`src/gfmi_pkg.sv`:
```
// shared constants, types and helpers of the gf(2^8) multiply and inverse unit
package gfmi_pkg;

    localparam int ByteW     = 8;
    localparam int PolyW     = 9;
    localparam int CoefW     = 16;
    localparam int DegW      = 4;
    localparam int StepLimit = 40;
    localparam int StepW     = $clog2(StepLimit + 1);
    localparam int BitCntW   = $clog2(ByteW);

    localparam logic [PolyW-1:0] PolyReset = 9'h11B;
    localparam logic [ByteW-1:0] TopBit    = 8'h80;

    localparam logic [1:0] KIND_ADD = 2'd0;
    localparam logic [1:0] KIND_MUL = 2'd1;
    localparam logic [1:0] KIND_INV = 2'd2;

    typedef enum logic [1:0]
    {
        STAT_OK,
        STAT_NO_INVERSE,
        STAT_REDUCIBLE
    } status_t;

    typedef struct packed
    {
        logic             done;
        logic [ByteW-1:0] value;
        status_t          status;
    } gfmi_res_t;

    function automatic logic [DegW-1:0] poly_degree(input logic [PolyW-1:0] p);
        logic [DegW-1:0] d;
        d = '0;
        for (int i = 0; i < PolyW; i++)
        begin
            if (p[i])
            begin
                d = DegW'(i);
            end
        end
        return d;
    endfunction

endpackage

```
`src/gfmi_in_if.sv`:
```
// operation channel: kind and two operand bytes
interface gfmi_in_if;
    logic       valid;
    logic       ready;
    logic [1:0] kind;
    logic [7:0] operand_a;
    logic [7:0] operand_b;

    modport source (output valid, output kind, output operand_a, output operand_b, input ready);
    modport sink   (input valid, input kind, input operand_a, input operand_b, output ready);
endinterface

```
`src/gfmi_out_if.sv`:
```
// result channel: value byte and status
interface gfmi_out_if;
    logic       valid;
    logic       ready;
    logic [7:0] value;
    logic [1:0] status;

    modport source (output valid, output value, output status, input ready);
    modport sink   (input valid, input value, input status, output ready);
endinterface

```
`src/gfmi_mul_serial.sv`:
```
// bit-serial shift-and-add multiplier with reduction by the low polynomial byte
module gfmi_mul_serial
(
    input  logic                          clk,
    input  logic                          rst_n,
    input  logic                          start,
    input  logic [gfmi_pkg::ByteW-1:0]    a,
    input  logic [gfmi_pkg::ByteW-1:0]    b,
    input  logic [gfmi_pkg::ByteW-1:0]    poly_low,
    output gfmi_pkg::gfmi_res_t           res
);
    import gfmi_pkg::*;

    logic               busy_reg, busy_next;
    logic               done_reg, done_next;
    logic [ByteW-1:0]   a_reg, a_next;
    logic [ByteW-1:0]   b_reg, b_next;
    logic [ByteW-1:0]   acc_reg, acc_next;
    logic [BitCntW-1:0] cnt_reg, cnt_next;

    always_comb
    begin
        busy_next = busy_reg;
        done_next = 1'b0;
        a_next    = a_reg;
        b_next    = b_reg;
        acc_next  = acc_reg;
        cnt_next  = cnt_reg;
        if (start)
        begin
            busy_next = 1'b1;
            a_next    = a;
            b_next    = b;
            acc_next  = '0;
            cnt_next  = '0;
        end
        else if (busy_reg)
        begin
            if (b_reg[0])
            begin
                acc_next = acc_reg ^ a_reg;
            end
            if ((a_reg & TopBit) != '0)
            begin
                a_next = (a_reg << 1) ^ poly_low;
            end
            else
            begin
                a_next = a_reg << 1;
            end
            b_next   = b_reg >> 1;
            cnt_next = cnt_reg + 1'b1;
            if (cnt_reg == BitCntW'(ByteW - 1))
            begin
                busy_next = 1'b0;
                done_next = 1'b1;
            end
        end
    end

    always_ff @(posedge clk or negedge rst_n)
    begin
        if (!rst_n)
        begin
            busy_reg <= 1'b0;
            done_reg <= 1'b0;
            a_reg    <= '0;
            b_reg    <= '0;
            acc_reg  <= '0;
            cnt_reg  <= '0;
        end
        else
        begin
            busy_reg <= busy_next;
            done_reg <= done_next;
            a_reg    <= a_next;
            b_reg    <= b_next;
            acc_reg  <= acc_next;
            cnt_reg  <= cnt_next;
        end
    end

    assign res = '{done: done_reg, value: acc_reg, status: STAT_OK};

endmodule

```
`src/gfmi_euclid.sv`:
```
// extended euclid inverse, one polynomial reduction step per cycle
module gfmi_euclid
(
    input  logic                          clk,
    input  logic                          rst_n,
    input  logic                          start,
    input  logic [gfmi_pkg::ByteW-1:0]    a,
    input  logic [gfmi_pkg::PolyW-1:0]    poly,
    output gfmi_pkg::gfmi_res_t           res
);
    import gfmi_pkg::*;

    logic             busy_reg, busy_next;
    logic             done_reg, done_next;
    logic [PolyW-1:0] r0_reg, r0_next, r1_reg, r1_next;
    logic [CoefW-1:0] s0_reg, s0_next, s1_reg, s1_next;
    logic [StepW-1:0] step_reg, step_next;
    logic [ByteW-1:0] value_reg, value_next;
    status_t          status_reg, status_next;

    logic [DegW-1:0]  d0, d1, k;
    logic             swap, running;
    logic [PolyW-1:0] r_hi, r_lo, g;
    logic [CoefW-1:0] s_hi, s_lo, sg;

    always_comb
    begin
        d0      = poly_degree(r0_reg);
        d1      = poly_degree(r1_reg);
        swap    = d0 < d1;
        r_hi    = swap ? r1_reg : r0_reg;
        r_lo    = swap ? r0_reg : r1_reg;
        s_hi    = swap ? s1_reg : s0_reg;
        s_lo    = swap ? s0_reg : s1_reg;
        k       = swap ? (d1 - d0) : (d0 - d1);
        running = (step_reg != StepW'(StepLimit)) && (r0_reg != '0) && (r1_reg != '0);
        g       = (r0_reg != '0) ? r0_reg : r1_reg;
        sg      = (r0_reg != '0) ? s0_reg : s1_reg;

        busy_next   = busy_reg;
        done_next   = 1'b0;
        r0_next     = r0_reg;
        r1_next     = r1_reg;
        s0_next     = s0_reg;
        s1_next     = s1_reg;
        step_next   = step_reg;
        value_next  = value_reg;
        status_next = status_reg;

        if (start)
        begin
            if (a == '0)
            begin
                done_next   = 1'b1;
                value_next  = '0;
                status_next = STAT_NO_INVERSE;
            end
            else
            begin
                busy_next = 1'b1;
                r0_next   = poly;
                r1_next   = {1'b0, a};
                s0_next   = '0;
                s1_next   = CoefW'(1);
                step_next = '0;
            end
        end
        else if (busy_reg)
        begin
            if (running)
            begin
                r0_next   = r_hi ^ (r_lo << k);
                r1_next   = r_lo;
                s0_next   = s_hi ^ (s_lo << k);
                s1_next   = s_lo;
                step_next = step_reg + 1'b1;
            end
            else
            begin
                busy_next = 1'b0;
                done_next = 1'b1;
                if (g == PolyW'(1))
                begin
                    value_next  = sg[ByteW-1:0];
                    status_next = STAT_OK;
                end
                else
                begin
                    value_next  = '0;
                    status_next = STAT_REDUCIBLE;
                end
            end
        end
    end

    always_ff @(posedge clk or negedge rst_n)
    begin
        if (!rst_n)
        begin
            busy_reg   <= 1'b0;
            done_reg   <= 1'b0;
            r0_reg     <= '0;
            r1_reg     <= '0;
            s0_reg     <= '0;
            s1_reg     <= '0;
            step_reg   <= '0;
            value_reg  <= '0;
            status_reg <= STAT_OK;
        end
        else
        begin
            busy_reg   <= busy_next;
            done_reg   <= done_next;
            r0_reg     <= r0_next;
            r1_reg     <= r1_next;
            s0_reg     <= s0_next;
            s1_reg     <= s1_next;
            step_reg   <= step_next;
            value_reg  <= value_next;
            status_reg <= status_next;
        end
    end

    assign res = '{done: done_reg, value: value_reg, status: status_reg};

    a_step_bound: assert property (@(posedge clk) disable iff (!rst_n)
        step_reg <= StepW'(StepLimit))
        else $error("euclid step count beyond limit");

    a_done_not_busy: assert property (@(posedge clk) disable iff (!rst_n)
        !(busy_reg && done_reg))
        else $error("euclid done while still busy");

    a_error_zero: assert property (@(posedge clk) disable iff (!rst_n)
        done_reg && (status_reg != STAT_OK) |-> value_reg == '0)
        else $error("euclid error result with nonzero value");

endmodule

```
`src/gf256_multiply_inverse_unit.sv`:
```
// top level of the gf(2^8) add, multiply and inverse unit
//
// one operation word in on the operation channel (kind, operand_a, operand_b),
// one result word out on the result channel (value, status), valid/ready on both
// field_polynomial is written through cfg_we/cfg_wdata, and the user must write
// it only while the unit is idle; the unit itself does not enforce this
// add and the unused kind reach the output register via the core result register
// multiply walks operand_b one bit per cycle, in 8 steps
// inverse runs one euclid reduction step per cycle: at most 16 steps, set by the
// degrees of the polynomial and operand, and none for a zero operand
// one word is worked on at a time; the next is taken once the result has moved
// to the output register, so a word can be accepted while a result waits there
// a stalled receiver holds the result in the output register and, behind it,
// the finished result in the core, after which operation.ready stays low
// reset empties both registers, drops any word in flight and loads 0x11b
module gf256_multiply_inverse_unit
(
    input  logic                          clk,
    input  logic                          rst_n,
    input  logic                          cfg_we,
    input  logic [gfmi_pkg::PolyW-1:0]    cfg_wdata,
    gfmi_in_if.sink                       operation,
    gfmi_out_if.source                    result
);
    import gfmi_pkg::*;

    typedef enum logic [1:0]
    {
        S_IDLE,
        S_BUSY,
        S_DONE
    } state_t;

    state_t           state_reg, state_next;
    logic [PolyW-1:0] poly_reg, poly_next;
    logic [ByteW-1:0] res_value_reg, res_value_next;
    status_t          res_status_reg, res_status_next;
    logic             out_valid_reg, out_valid_next;
    logic [ByteW-1:0] out_value_reg, out_value_next;
    status_t          out_status_reg, out_status_next;

    logic      accept;
    logic      mul_start, inv_start;
    gfmi_res_t mul_res, inv_res;

    assign operation.ready = (state_reg == S_IDLE);
    assign accept          = operation.valid && operation.ready;
    assign mul_start       = accept && (operation.kind == KIND_MUL);
    assign inv_start       = accept && (operation.kind == KIND_INV);

    gfmi_mul_serial u_mul
    (
        .clk      (clk),
        .rst_n    (rst_n),
        .start    (mul_start),
        .a        (operation.operand_a),
        .b        (operation.operand_b),
        .poly_low (poly_reg[ByteW-1:0]),
        .res      (mul_res)
    );

    gfmi_euclid u_inv
    (
        .clk   (clk),
        .rst_n (rst_n),
        .start (inv_start),
        .a     (operation.operand_a),
        .poly  (poly_reg),
        .res   (inv_res)
    );

    always_comb
    begin
        state_next      = state_reg;
        poly_next       = cfg_we ? cfg_wdata : poly_reg;
        res_value_next  = res_value_reg;
        res_status_next = res_status_reg;
        out_valid_next  = out_valid_reg && !result.ready;
        out_value_next  = out_value_reg;
        out_status_next = out_status_reg;

        unique case (state_reg)
            S_IDLE:
            begin
                if (accept)
                begin
                    case (operation.kind) inside
                        KIND_ADD:
                        begin
                            res_value_next  = operation.operand_a ^ operation.operand_b;
                            res_status_next = STAT_OK;
                            state_next      = S_DONE;
                        end
                        KIND_MUL, KIND_INV:
                        begin
                            state_next = S_BUSY;
                        end
                        default:
                        begin
                            res_value_next  = '0;
                            res_status_next = STAT_OK;
                            state_next      = S_DONE;
                        end
                    endcase
                end
            end
            S_BUSY:
            begin
                if (mul_res.done)
                begin
                    res_value_next  = mul_res.value;
                    res_status_next = mul_res.status;
                    state_next      = S_DONE;
                end
                else if (inv_res.done)
                begin
                    res_value_next  = inv_res.value;
                    res_status_next = inv_res.status;
                    state_next      = S_DONE;
                end
            end
            S_DONE:
            begin
                if (!out_valid_reg || result.ready)
                begin
                    out_valid_next  = 1'b1;
                    out_value_next  = res_value_reg;
                    out_status_next = res_status_reg;
                    state_next      = S_IDLE;
                end
            end
            default:
            begin
                state_next = S_IDLE;
            end
        endcase
    end

    always_ff @(posedge clk or negedge rst_n)
    begin
        if (!rst_n)
        begin
            state_reg      <= S_IDLE;
            poly_reg       <= PolyReset;
            res_value_reg  <= '0;
            res_status_reg <= STAT_OK;
            out_valid_reg  <= 1'b0;
            out_value_reg  <= '0;
            out_status_reg <= STAT_OK;
        end
        else
        begin
            state_reg      <= state_next;
            poly_reg       <= poly_next;
            res_value_reg  <= res_value_next;
            res_status_reg <= res_status_next;
            out_valid_reg  <= out_valid_next;
            out_value_reg  <= out_value_next;
            out_status_reg <= out_status_next;
        end
    end

    assign result.valid  = out_valid_reg;
    assign result.value  = out_value_reg;
    assign result.status = out_status_reg;

    a_accept_leaves_idle: assert property (@(posedge clk) disable iff (!rst_n)
        accept |=> state_reg != S_IDLE)
        else $error("accepted word did not leave idle");

    a_done_only_busy: assert property (@(posedge clk) disable iff (!rst_n)
        (mul_res.done || inv_res.done) |-> state_reg == S_BUSY)
        else $error("unit finished outside busy state");

    a_single_done: assert property (@(posedge clk) disable iff (!rst_n)
        !(mul_res.done && inv_res.done))
        else $error("multiplier and inverse finished together");

    a_error_value_zero: assert property (@(posedge clk) disable iff (!rst_n)
        out_valid_reg && (out_status_reg != STAT_OK) |-> out_value_reg == '0)
        else $error("error result with nonzero value");

endmodule
```
`src/flat_wrapper.sv`:
```
// flat-port wrapper written by rule: the top's interface ports become plain ports
module gf256_multiply_inverse_unit_flat import gfmi_pkg::*;
  (clk, rst_n, cfg_we, cfg_wdata, operation_valid, operation_kind, operation_operand_a, operation_operand_b, operation_ready, result_valid, result_value, result_status, result_ready);
  gfmi_in_if operation_i ();
  gfmi_out_if result_i ();
  input  logic clk;
  input  logic rst_n;
  input  logic cfg_we;
  input  logic [gfmi_pkg::PolyW-1:0] cfg_wdata;
  input wire logic [$bits(operation_i.valid)-1:0] operation_valid;
  input wire logic [$bits(operation_i.kind)-1:0] operation_kind;
  input wire logic [$bits(operation_i.operand_a)-1:0] operation_operand_a;
  input wire logic [$bits(operation_i.operand_b)-1:0] operation_operand_b;
  output wire logic [$bits(operation_i.ready)-1:0] operation_ready;
  output wire logic [$bits(result_i.valid)-1:0] result_valid;
  output wire logic [$bits(result_i.value)-1:0] result_value;
  output wire logic [$bits(result_i.status)-1:0] result_status;
  input wire logic [$bits(result_i.ready)-1:0] result_ready;
  assign operation_i.valid = operation_valid;
  assign operation_i.kind = operation_kind;
  assign operation_i.operand_a = operation_operand_a;
  assign operation_i.operand_b = operation_operand_b;
  assign operation_ready = operation_i.ready;
  assign result_valid = result_i.valid;
  assign result_value = result_i.value;
  assign result_status = result_i.status;
  assign result_i.ready = result_ready;
  gf256_multiply_inverse_unit u_core (.clk(clk), .rst_n(rst_n), .cfg_we(cfg_we), .cfg_wdata(cfg_wdata), .operation(operation_i), .result(result_i));
endmodule
```
`config.mk`:
```
export PLATFORM = sky130hd
export DESIGN_NAME = gf256_multiply_inverse_unit_flat
export DESIGN_NICKNAME = d
export VERILOG_FILES = /design/src/gfmi_pkg.sv /design/src/gfmi_in_if.sv /design/src/gfmi_out_if.sv /design/src/gfmi_mul_serial.sv /design/src/gfmi_euclid.sv /design/src/gf256_multiply_inverse_unit.sv /design/src/flat_wrapper.sv
export SDC_FILE = /design/constraint.sdc
export NUM_CORES = 1
export LEC_CHECK = 0
export ABC_AREA = 1
export BUFFER_PORTS_ARGS = -buffer_cell sky130_fd_sc_hd__buf_2
export CAP_MARGIN = 20
export CORE_MARGIN = 2
export CORE_UTILIZATION = 60
export CTS_CLUSTER_DIAMETER = 150
export DETAILED_ROUTE_END_ITERATION = 6
export PLACE_DENSITY = 0.81
export REMOVE_ABC_BUFFERS = 1
export SETUP_SLACK_MARGIN = 0.15
export SLEW_MARGIN = 20
export SYNTH_ARGS = -nofsm -noshare
export SYNTH_HDL_FRONTEND = slang
export SYNTH_SLANG_ARGS = --single-unit
```
`constraint.sdc`:
```
create_clock -name clk -period 3.3 [get_ports clk]
set_clock_uncertainty 0.1 [all_clocks]
set_input_delay 0.66 -clock clk [delete_from_list [all_inputs] [get_ports clk]]
set_output_delay 0.66 -clock clk [all_outputs]
set_load 0.005 [all_outputs]
```
---- After elaboration in Yosys (flattened, before gate mapping) ----
Cells that the tools add are included.
Widths: inputs -> output; s select.
storage, ports and cells
  input bits .............................. 32
  bits in registers ....................... 129
operators by class
  reduce and logical (&&, ||, !) cells .... 26
  $add $sub $neg .......................... 4
  shift-type cells ........................ 2
  bitwise gates (word level) .............. 5
  multiplexer cells ....................... 98
  order comparisons ....................... 1
  eq/ne operators ......................... 14
operators with widths
  operator             count
  $mux 16              10
  $mux 8               19
  $mux 9               11
  $mux 4               14
  $mux 2               17
  $mux 6               4
  $xor 8x8->8          3
  $mux 1               18
  $reduce_bool 9->1    2
  $pmux 8 s2           1
  $shl 16x4->16        1
  $xor 16x16->16       1
  $reduce_bool 2->1    5
  $eq 9x1->1 const B   1
  $reduce_and 3->1     3
  $shl 9x4->9          1
  $xor 9x9->9          1
  $logic_not 8->1      1
  $sub 4x4->4          2
  $add 6x1->6 const B  1
  $logic_and 1x1->1    6
  $mux 3               2
  $ne 2x2->1 const B   3
  $ne 3x3->1 const B   2
  other kinds (15)     21

---- Logic depth before layout (Yosys ltp) ----
  depth after elaboration ................. 15
  mapped depth ............................ 25
  depth with buffers taken out ............ 24

---- Cells and area by module ----
Synthesis repeated with hierarchy kept, for this count alone.
second synthesis, totals
  cells, all modules ...................... 1051
  area, all modules ....................... 7392.1 um^2
by module, submodules not included
  module                       times used  area an instance (um^2)  sequential area each (um^2)  cells each
  gfmi_euclid                  1           4096.4                   1301.2                       620
  gf256_multiply_inverse_unit  1           1704.1                   807.0                        230
  gfmi_mul_serial              1           1591.5                   725.7                        201

---- Worst setup path after synthesis ----
No wires, ideal clock.
  path kind ............................... flip-flop to flip-flop
  start ................................... reg u_core.u_inv.r0_reg[2]
  end ..................................... reg u_core.u_inv.r0_reg[2]
  clock period less this slack ............ 2870 ps
  path buffers ............................ 1
  setup slack ............................. 430 ps
  stages on the path, launching flop included .. 24
  arrival ................................. 2650 ps
  cells stage by stage .................... dfrtp_1 -> inv_1 -> a21oi_1 -> o21ai_0 -> nand2_1 -> a21oi_1 -> inv_1 -> ha_1 -> fa_1 -> inv_1 -> nand2_4 -> nand2_4 -> nand2_8 -> inv_4 -> nand2_4 -> nand3_1 -> nand2_4 -> nor2_8 -> buf_6 -> nand2_2 -> nand2_1 -> nand2_1 -> o21ai_1 -> nand2_1
on the way
  cells in the longest elaborated chain, start to end .. 14
ends and longest elaborated chain
  element                                           line                                  text
  from (decl)                                       gfmi_euclid.sv:15                     logic [PolyW-1:0] r0_reg, r0_next, r1_reg, r1_next;
  from (signal assigned)                            gfmi_euclid.sv:114                    r0_reg <= r0_next;
  $mux 2                                            gfmi_pkg.sv:38                        if (p[i])
  $mux 4 (6 in series)                              gfmi_pkg.sv:38
  $sub 4x4->4 / $lt 4x4->1 (equally long branches)  gfmi_euclid.sv:35, gfmi_euclid.sv:30
  $mux 4 / $mux 9 (equally long branches)           gfmi_euclid.sv:35, gfmi_euclid.sv:32
  $shl 9x4->9                                       gfmi_euclid.sv:72                     r0_next = r_hi ^ (r_lo << k);
  $xor 9x9->9                                       gfmi_euclid.sv:72
  $mux 9                                            gfmi_euclid.sv:70                     if (running)
  $mux 9                                            gfmi_euclid.sv:68                     else if (busy_reg)
  $mux 9                                            gfmi_euclid.sv:50                     if (start)
Several ways; a longest one is shown, not always the timed one. The select of a mux whose other input is x is not followed.
A chain may end at the register's enable or synchronous reset.

---- Final worst setup path ----
  start ................................... reg u_core.u_inv.r1_reg[5]
  end ..................................... reg u_core.u_inv.r0_reg[2]
on the way
  cells in the longest elaborated chain, start to end .. 11
ends and longest elaborated chain
  element                                           line                                  text
  from (decl)                                       gfmi_euclid.sv:15
  from (signal assigned)                            gfmi_euclid.sv:115                    r1_reg <= r1_next;
  $mux 4 (4 in series)                              gfmi_pkg.sv:38
  $sub 4x4->4 / $lt 4x4->1 (equally long branches)  gfmi_euclid.sv:35, gfmi_euclid.sv:30
  $mux 4 / $mux 9 (equally long branches)           gfmi_euclid.sv:35, gfmi_euclid.sv:32
  $shl 9x4->9                                       gfmi_euclid.sv:72
  $xor 9x9->9                                       gfmi_euclid.sv:72
  $mux 9                                            gfmi_euclid.sv:70
  $mux 9                                            gfmi_euclid.sv:68
  $mux 9                                            gfmi_euclid.sv:50
Several ways; a longest one is shown, not always the timed one. The select of a mux whose other input is x is not followed.

==> impl_metrics.env <==
export IMPL_synthesized_area_um2=7070
export IMPL_postSynthCellCount=956
export IMPL_ys_seq_area_share_pct=40.1
export IMPL_pre_cts_ws_ns=-0.0422
export IMPL_setup_viol_count_final=0
export IMPL_wl_per_cell_um=17.3
export IMPL_number_of_enable_flip_flop_cells_after_synthesis=0
export IMPL_grt_remaining_overflow=0
export IMPL_crit_required_ns=3.49
export IMPL_drv_slew=0
export IMPL_io_pin_count=44
export IMPL_place_gp_congestion=0.979
export IMPL_clk_latency_ns=0.42
export IMPL_asyncSetResetFlopFracSynth_pct=100
export IMPL_place_detailed_hpwl_um=13800
export IMPL_max_freq_ghz=0.319
export IMPL_drv_cap=0
export IMPL_number_of_port_buffers=43
export IMPL_floorplan_initialDensity_pct=61.7
export IMPL_clk_transition_reported_paths_ns=0.05
export IMPL_die_area_um2=12700
export IMPL_yosysWarningCount=0
export IMPL_worst_hold_class="input pin to async pin"
export IMPL_fin_tns_setup_ns=0
export IMPL_cts_root_buf="sky130_fd_sc_hd__clkbuf_16"
export IMPL_grt_util_all_layers_pct=32.0
export IMPL_routed_wirelength_um=20400
export IMPL_ys_types=50
export IMPL_cts_buffers_inserted=17
export IMPL_holdWs_ns=0.200
export IMPL_synthesis_stage_register_bit_count=113
export IMPL_post_route_period_util_pct=95.1
export IMPL_die_width_um=113
export IMPL_worst_setup_path_type="register to register"
export IMPL_first_global_vias=6357
export IMPL_num_fill_cells=834
export IMPL_worstSetupStartpointType="register"
export IMPL_multi_input_area_um2=3890
export IMPL_die_h_um=113
export IMPL_antenna_left=0
export IMPL_drt_pre_antenna_iters=6
export IMPL_end_kind="register"
export IMPL_mostFrequentLayoutCells="sky130_fd_sc_hd__nand2_1, sky130_fd_sc_hd__inv_1, sky130_fd_sc_hd__dfrtp_1"
export IMPL_htreeDepth=4
export IMPL_arrival_ns=3.33
export IMPL_row_count=39
export IMPL_grt_antenna_before_repair=1
export IMPL_regArea_um2=2830
export IMPL_max_slew_headroom_at_the_worst_pin_pct=51.9
export IMPL_grt_first_pass_wirelength_um=31900
export IMPL_transition_time_of_the_tightest_slew_check_pin_ns=0.722
export IMPL_postSynth_topFlopCell="sky130_fd_sc_hd__dfrtp_1"
export IMPL_status="complete, no violations"
export IMPL_holdBufCountCts=0
export IMPL_dr_first_iter_drc_count=825
export IMPL_core_area_um2=11500
export IMPL_setup_ws_ns=0.161
export IMPL_drcViolationCount=0
export IMPL_syn_to_final_growth_pct=22.6
export IMPL_viasPerCell=5.97
export IMPL_rsz0062_at_grt="true"
export IMPL_cts_root_to_sink_buffers=2
export IMPL_post_route_min_period_ns=3.14
export IMPL_drive_above_1_share_pct=21.8
export IMPL_cts_tree="done"
export IMPL_final_common_cell="sky130_fd_sc_hd__nand2_1"
export IMPL_total_number_of_clock_tree_sinks=113
export IMPL_final_net_count=1074
export IMPL_timing_final_hold_violations=0
export IMPL_worstPathMaxFanout=15
export IMPL_grt_start_max_net_pins=58
export IMPL_via_count=7055
export IMPL_synthesis_area_per_instance_um2=7.40
-- cells by family after synthesis --
family / share of synthesized area, %
multiplexers: 0.141
buffers and inverters: 9.64
AND/OR/NAND/NOR: 29.5
AO/OA/AOI/OAI: 15.4
XOR/XNOR: 1.86
flip-flops: 40.1
adder cells (fa/ha/maj): 3.40
-- per-layer routing --
metal | track usage, % | share of wire, % | vias up
li1 | - | - | 3306
met1 | 43.5 | 41 | 3291
met2 | 49.5 | 47 | 382
met3 | 7.51 | 8.9 | 76
met4 | 13.3 | 3.5 | 0
met5 | 0 | 0 | -
-- area by class of cell --
cell class / instances / share of cell area, %
well taps: 143 / 2.06
flip-flops and latches: 113 / 32.7
clock buffers: 22 / 5.58
inverters: 121 / 5.35
clock inverters: 10 / 1.44
diodes: 1 / 0.0288
multi-input cells: 682 / 44.9
repair buffers: 89 / 7.98
-- cell usage after synthesis (2+ instances only) --
cell | number | share of area [%]
sky130_fd_sc_hd__a21boi_0 | 2 | 0.21
sky130_fd_sc_hd__a21oi_1 | 26 | 1.8
sky130_fd_sc_hd__a22oi_1 | 2 | 0.21
sky130_fd_sc_hd__a31oi_1 | 5 | 0.44
sky130_fd_sc_hd__buf_2 | 9 | 0.64
sky130_fd_sc_hd__buf_4 | 8 | 0.85
sky130_fd_sc_hd__buf_6 | 2 | 0.32
sky130_fd_sc_hd__clkbuf_1 | 22 | 1.2
sky130_fd_sc_hd__clkinv_1 | 4 | 0.21
sky130_fd_sc_hd__dfrtp_1 | 108 | 38
sky130_fd_sc_hd__dfstp_2 | 5 | 1.9
sky130_fd_sc_hd__fa_1 | 2 | 0.57
sky130_fd_sc_hd__ha_1 | 16 | 2.8
sky130_fd_sc_hd__inv_1 | 111 | 5.9
sky130_fd_sc_hd__inv_2 | 5 | 0.27
sky130_fd_sc_hd__nand2_1 | 250 | 13
sky130_fd_sc_hd__nand2_2 | 6 | 0.53
sky130_fd_sc_hd__nand2_4 | 6 | 0.96
sky130_fd_sc_hd__nand3_1 | 107 | 7.6
sky130_fd_sc_hd__nand3_2 | 3 | 0.42
sky130_fd_sc_hd__nand3b_1 | 7 | 0.74
sky130_fd_sc_hd__nand4_1 | 11 | 0.97
sky130_fd_sc_hd__nor2_1 | 29 | 1.5
sky130_fd_sc_hd__nor2_2 | 5 | 0.44
sky130_fd_sc_hd__nor2_4 | 2 | 0.32
sky130_fd_sc_hd__nor3_1 | 11 | 0.78
sky130_fd_sc_hd__nor3b_1 | 8 | 0.85
sky130_fd_sc_hd__nor4_1 | 3 | 0.27
sky130_fd_sc_hd__o211ai_1 | 4 | 0.42
sky130_fd_sc_hd__o21ai_0 | 113 | 8.0
sky130_fd_sc_hd__o21ai_1 | 15 | 1.1
sky130_fd_sc_hd__o21ai_2 | 5 | 0.62
sky130_fd_sc_hd__o221ai_1 | 8 | 0.99
sky130_fd_sc_hd__o22ai_1 | 5 | 0.44
sky130_fd_sc_hd__o31ai_1 | 3 | 0.32
sky130_fd_sc_hd__xnor2_1 | 11 | 1.4
sky130_fd_sc_hd__xor2_1 | 4 | 0.50
-- worst max-delay path, stage by stage, from the launching register on --
cell                      delay, ns
sky130_fd_sc_hd__dfrtp_1       0.40
sky130_fd_sc_hd__nor2_1        0.24
sky130_fd_sc_hd__o21ai_0       0.25
sky130_fd_sc_hd__a31oi_2       0.32
sky130_fd_sc_hd__inv_1         0.14
sky130_fd_sc_hd__fa_1          0.51
sky130_fd_sc_hd__inv_1         0.07
sky130_fd_sc_hd__nand2_1       0.06
sky130_fd_sc_hd__o21ai_2       0.08
sky130_fd_sc_hd__buf_12        0.18
sky130_fd_sc_hd__nand3_1       0.11
sky130_fd_sc_hd__nand2_1       0.11
sky130_fd_sc_hd__nand2_2       0.07
sky130_fd_sc_hd__nand2_1       0.07
sky130_fd_sc_hd__nand2_1       0.05
sky130_fd_sc_hd__o21ai_1       0.16
sky130_fd_sc_hd__nand2_1       0.09
-- through the flow --
| stage | cell area [um2] | instances | utilization, % |
|---|---|---|---|
| 2_1_floorplan | 6850 | 914 | - |
| 3_3_place_gp | 7460 | 1124 | 65.0 |
| 3_5_place_dp | 7460 | 1124 | 65.0 |
| 4_1_cts | 8160 | 1161 | 71.1 |
| 5_1_grt | 8670 | 1181 | 75.6 |
| 6_report | 8670 | 1181 | 75.6 |
-- path summary, 6_finish.rpt --
kind                                                     from                                   end  slack, ns  cells after the start
setup / recovery           u_core.u_inv.r1_reg[5]$_DFFE_PN0P_    u_core.u_inv.r0_reg[2]$_DFFE_PN0P_       0.16                     16
hold / removal                                          rst_n  u_core.u_inv.step_reg[3]$_DFFE_PN0P_       0.20                      1
setup reg to reg           u_core.u_inv.r1_reg[5]$_DFFE_PN0P_    u_core.u_inv.r0_reg[2]$_DFFE_PN0P_       0.16                     16
hold reg to reg            u_core.result.value[3]$_DFFE_PN0P_    u_core.result.value[3]$_DFFE_PN0P_       0.37                      2
max in group asynchronous                               rst_n    u_core.u_inv.r0_reg[6]$_DFFE_PN0P_       2.15                      2
min in group clk                                 cfg_wdata[6]        u_core.poly_reg[6]$_DFFE_PN0P_       0.35                      3
-- timing repair --
| item | 4_1_cts | 5_1_grt |
|---|---|---|
| setup endpoints to repair | 16 | 17 |
| pin swaps | 2 | 26 |
| buffers inserted | 4 | 15 |
| resized for setup | 8 | 91 |
| gates cloned | 1 | 4 |
Power is left out: the tool's default activity adds up to more than one toggle a clock period on the data nets, which glitch-free logic cannot reach.
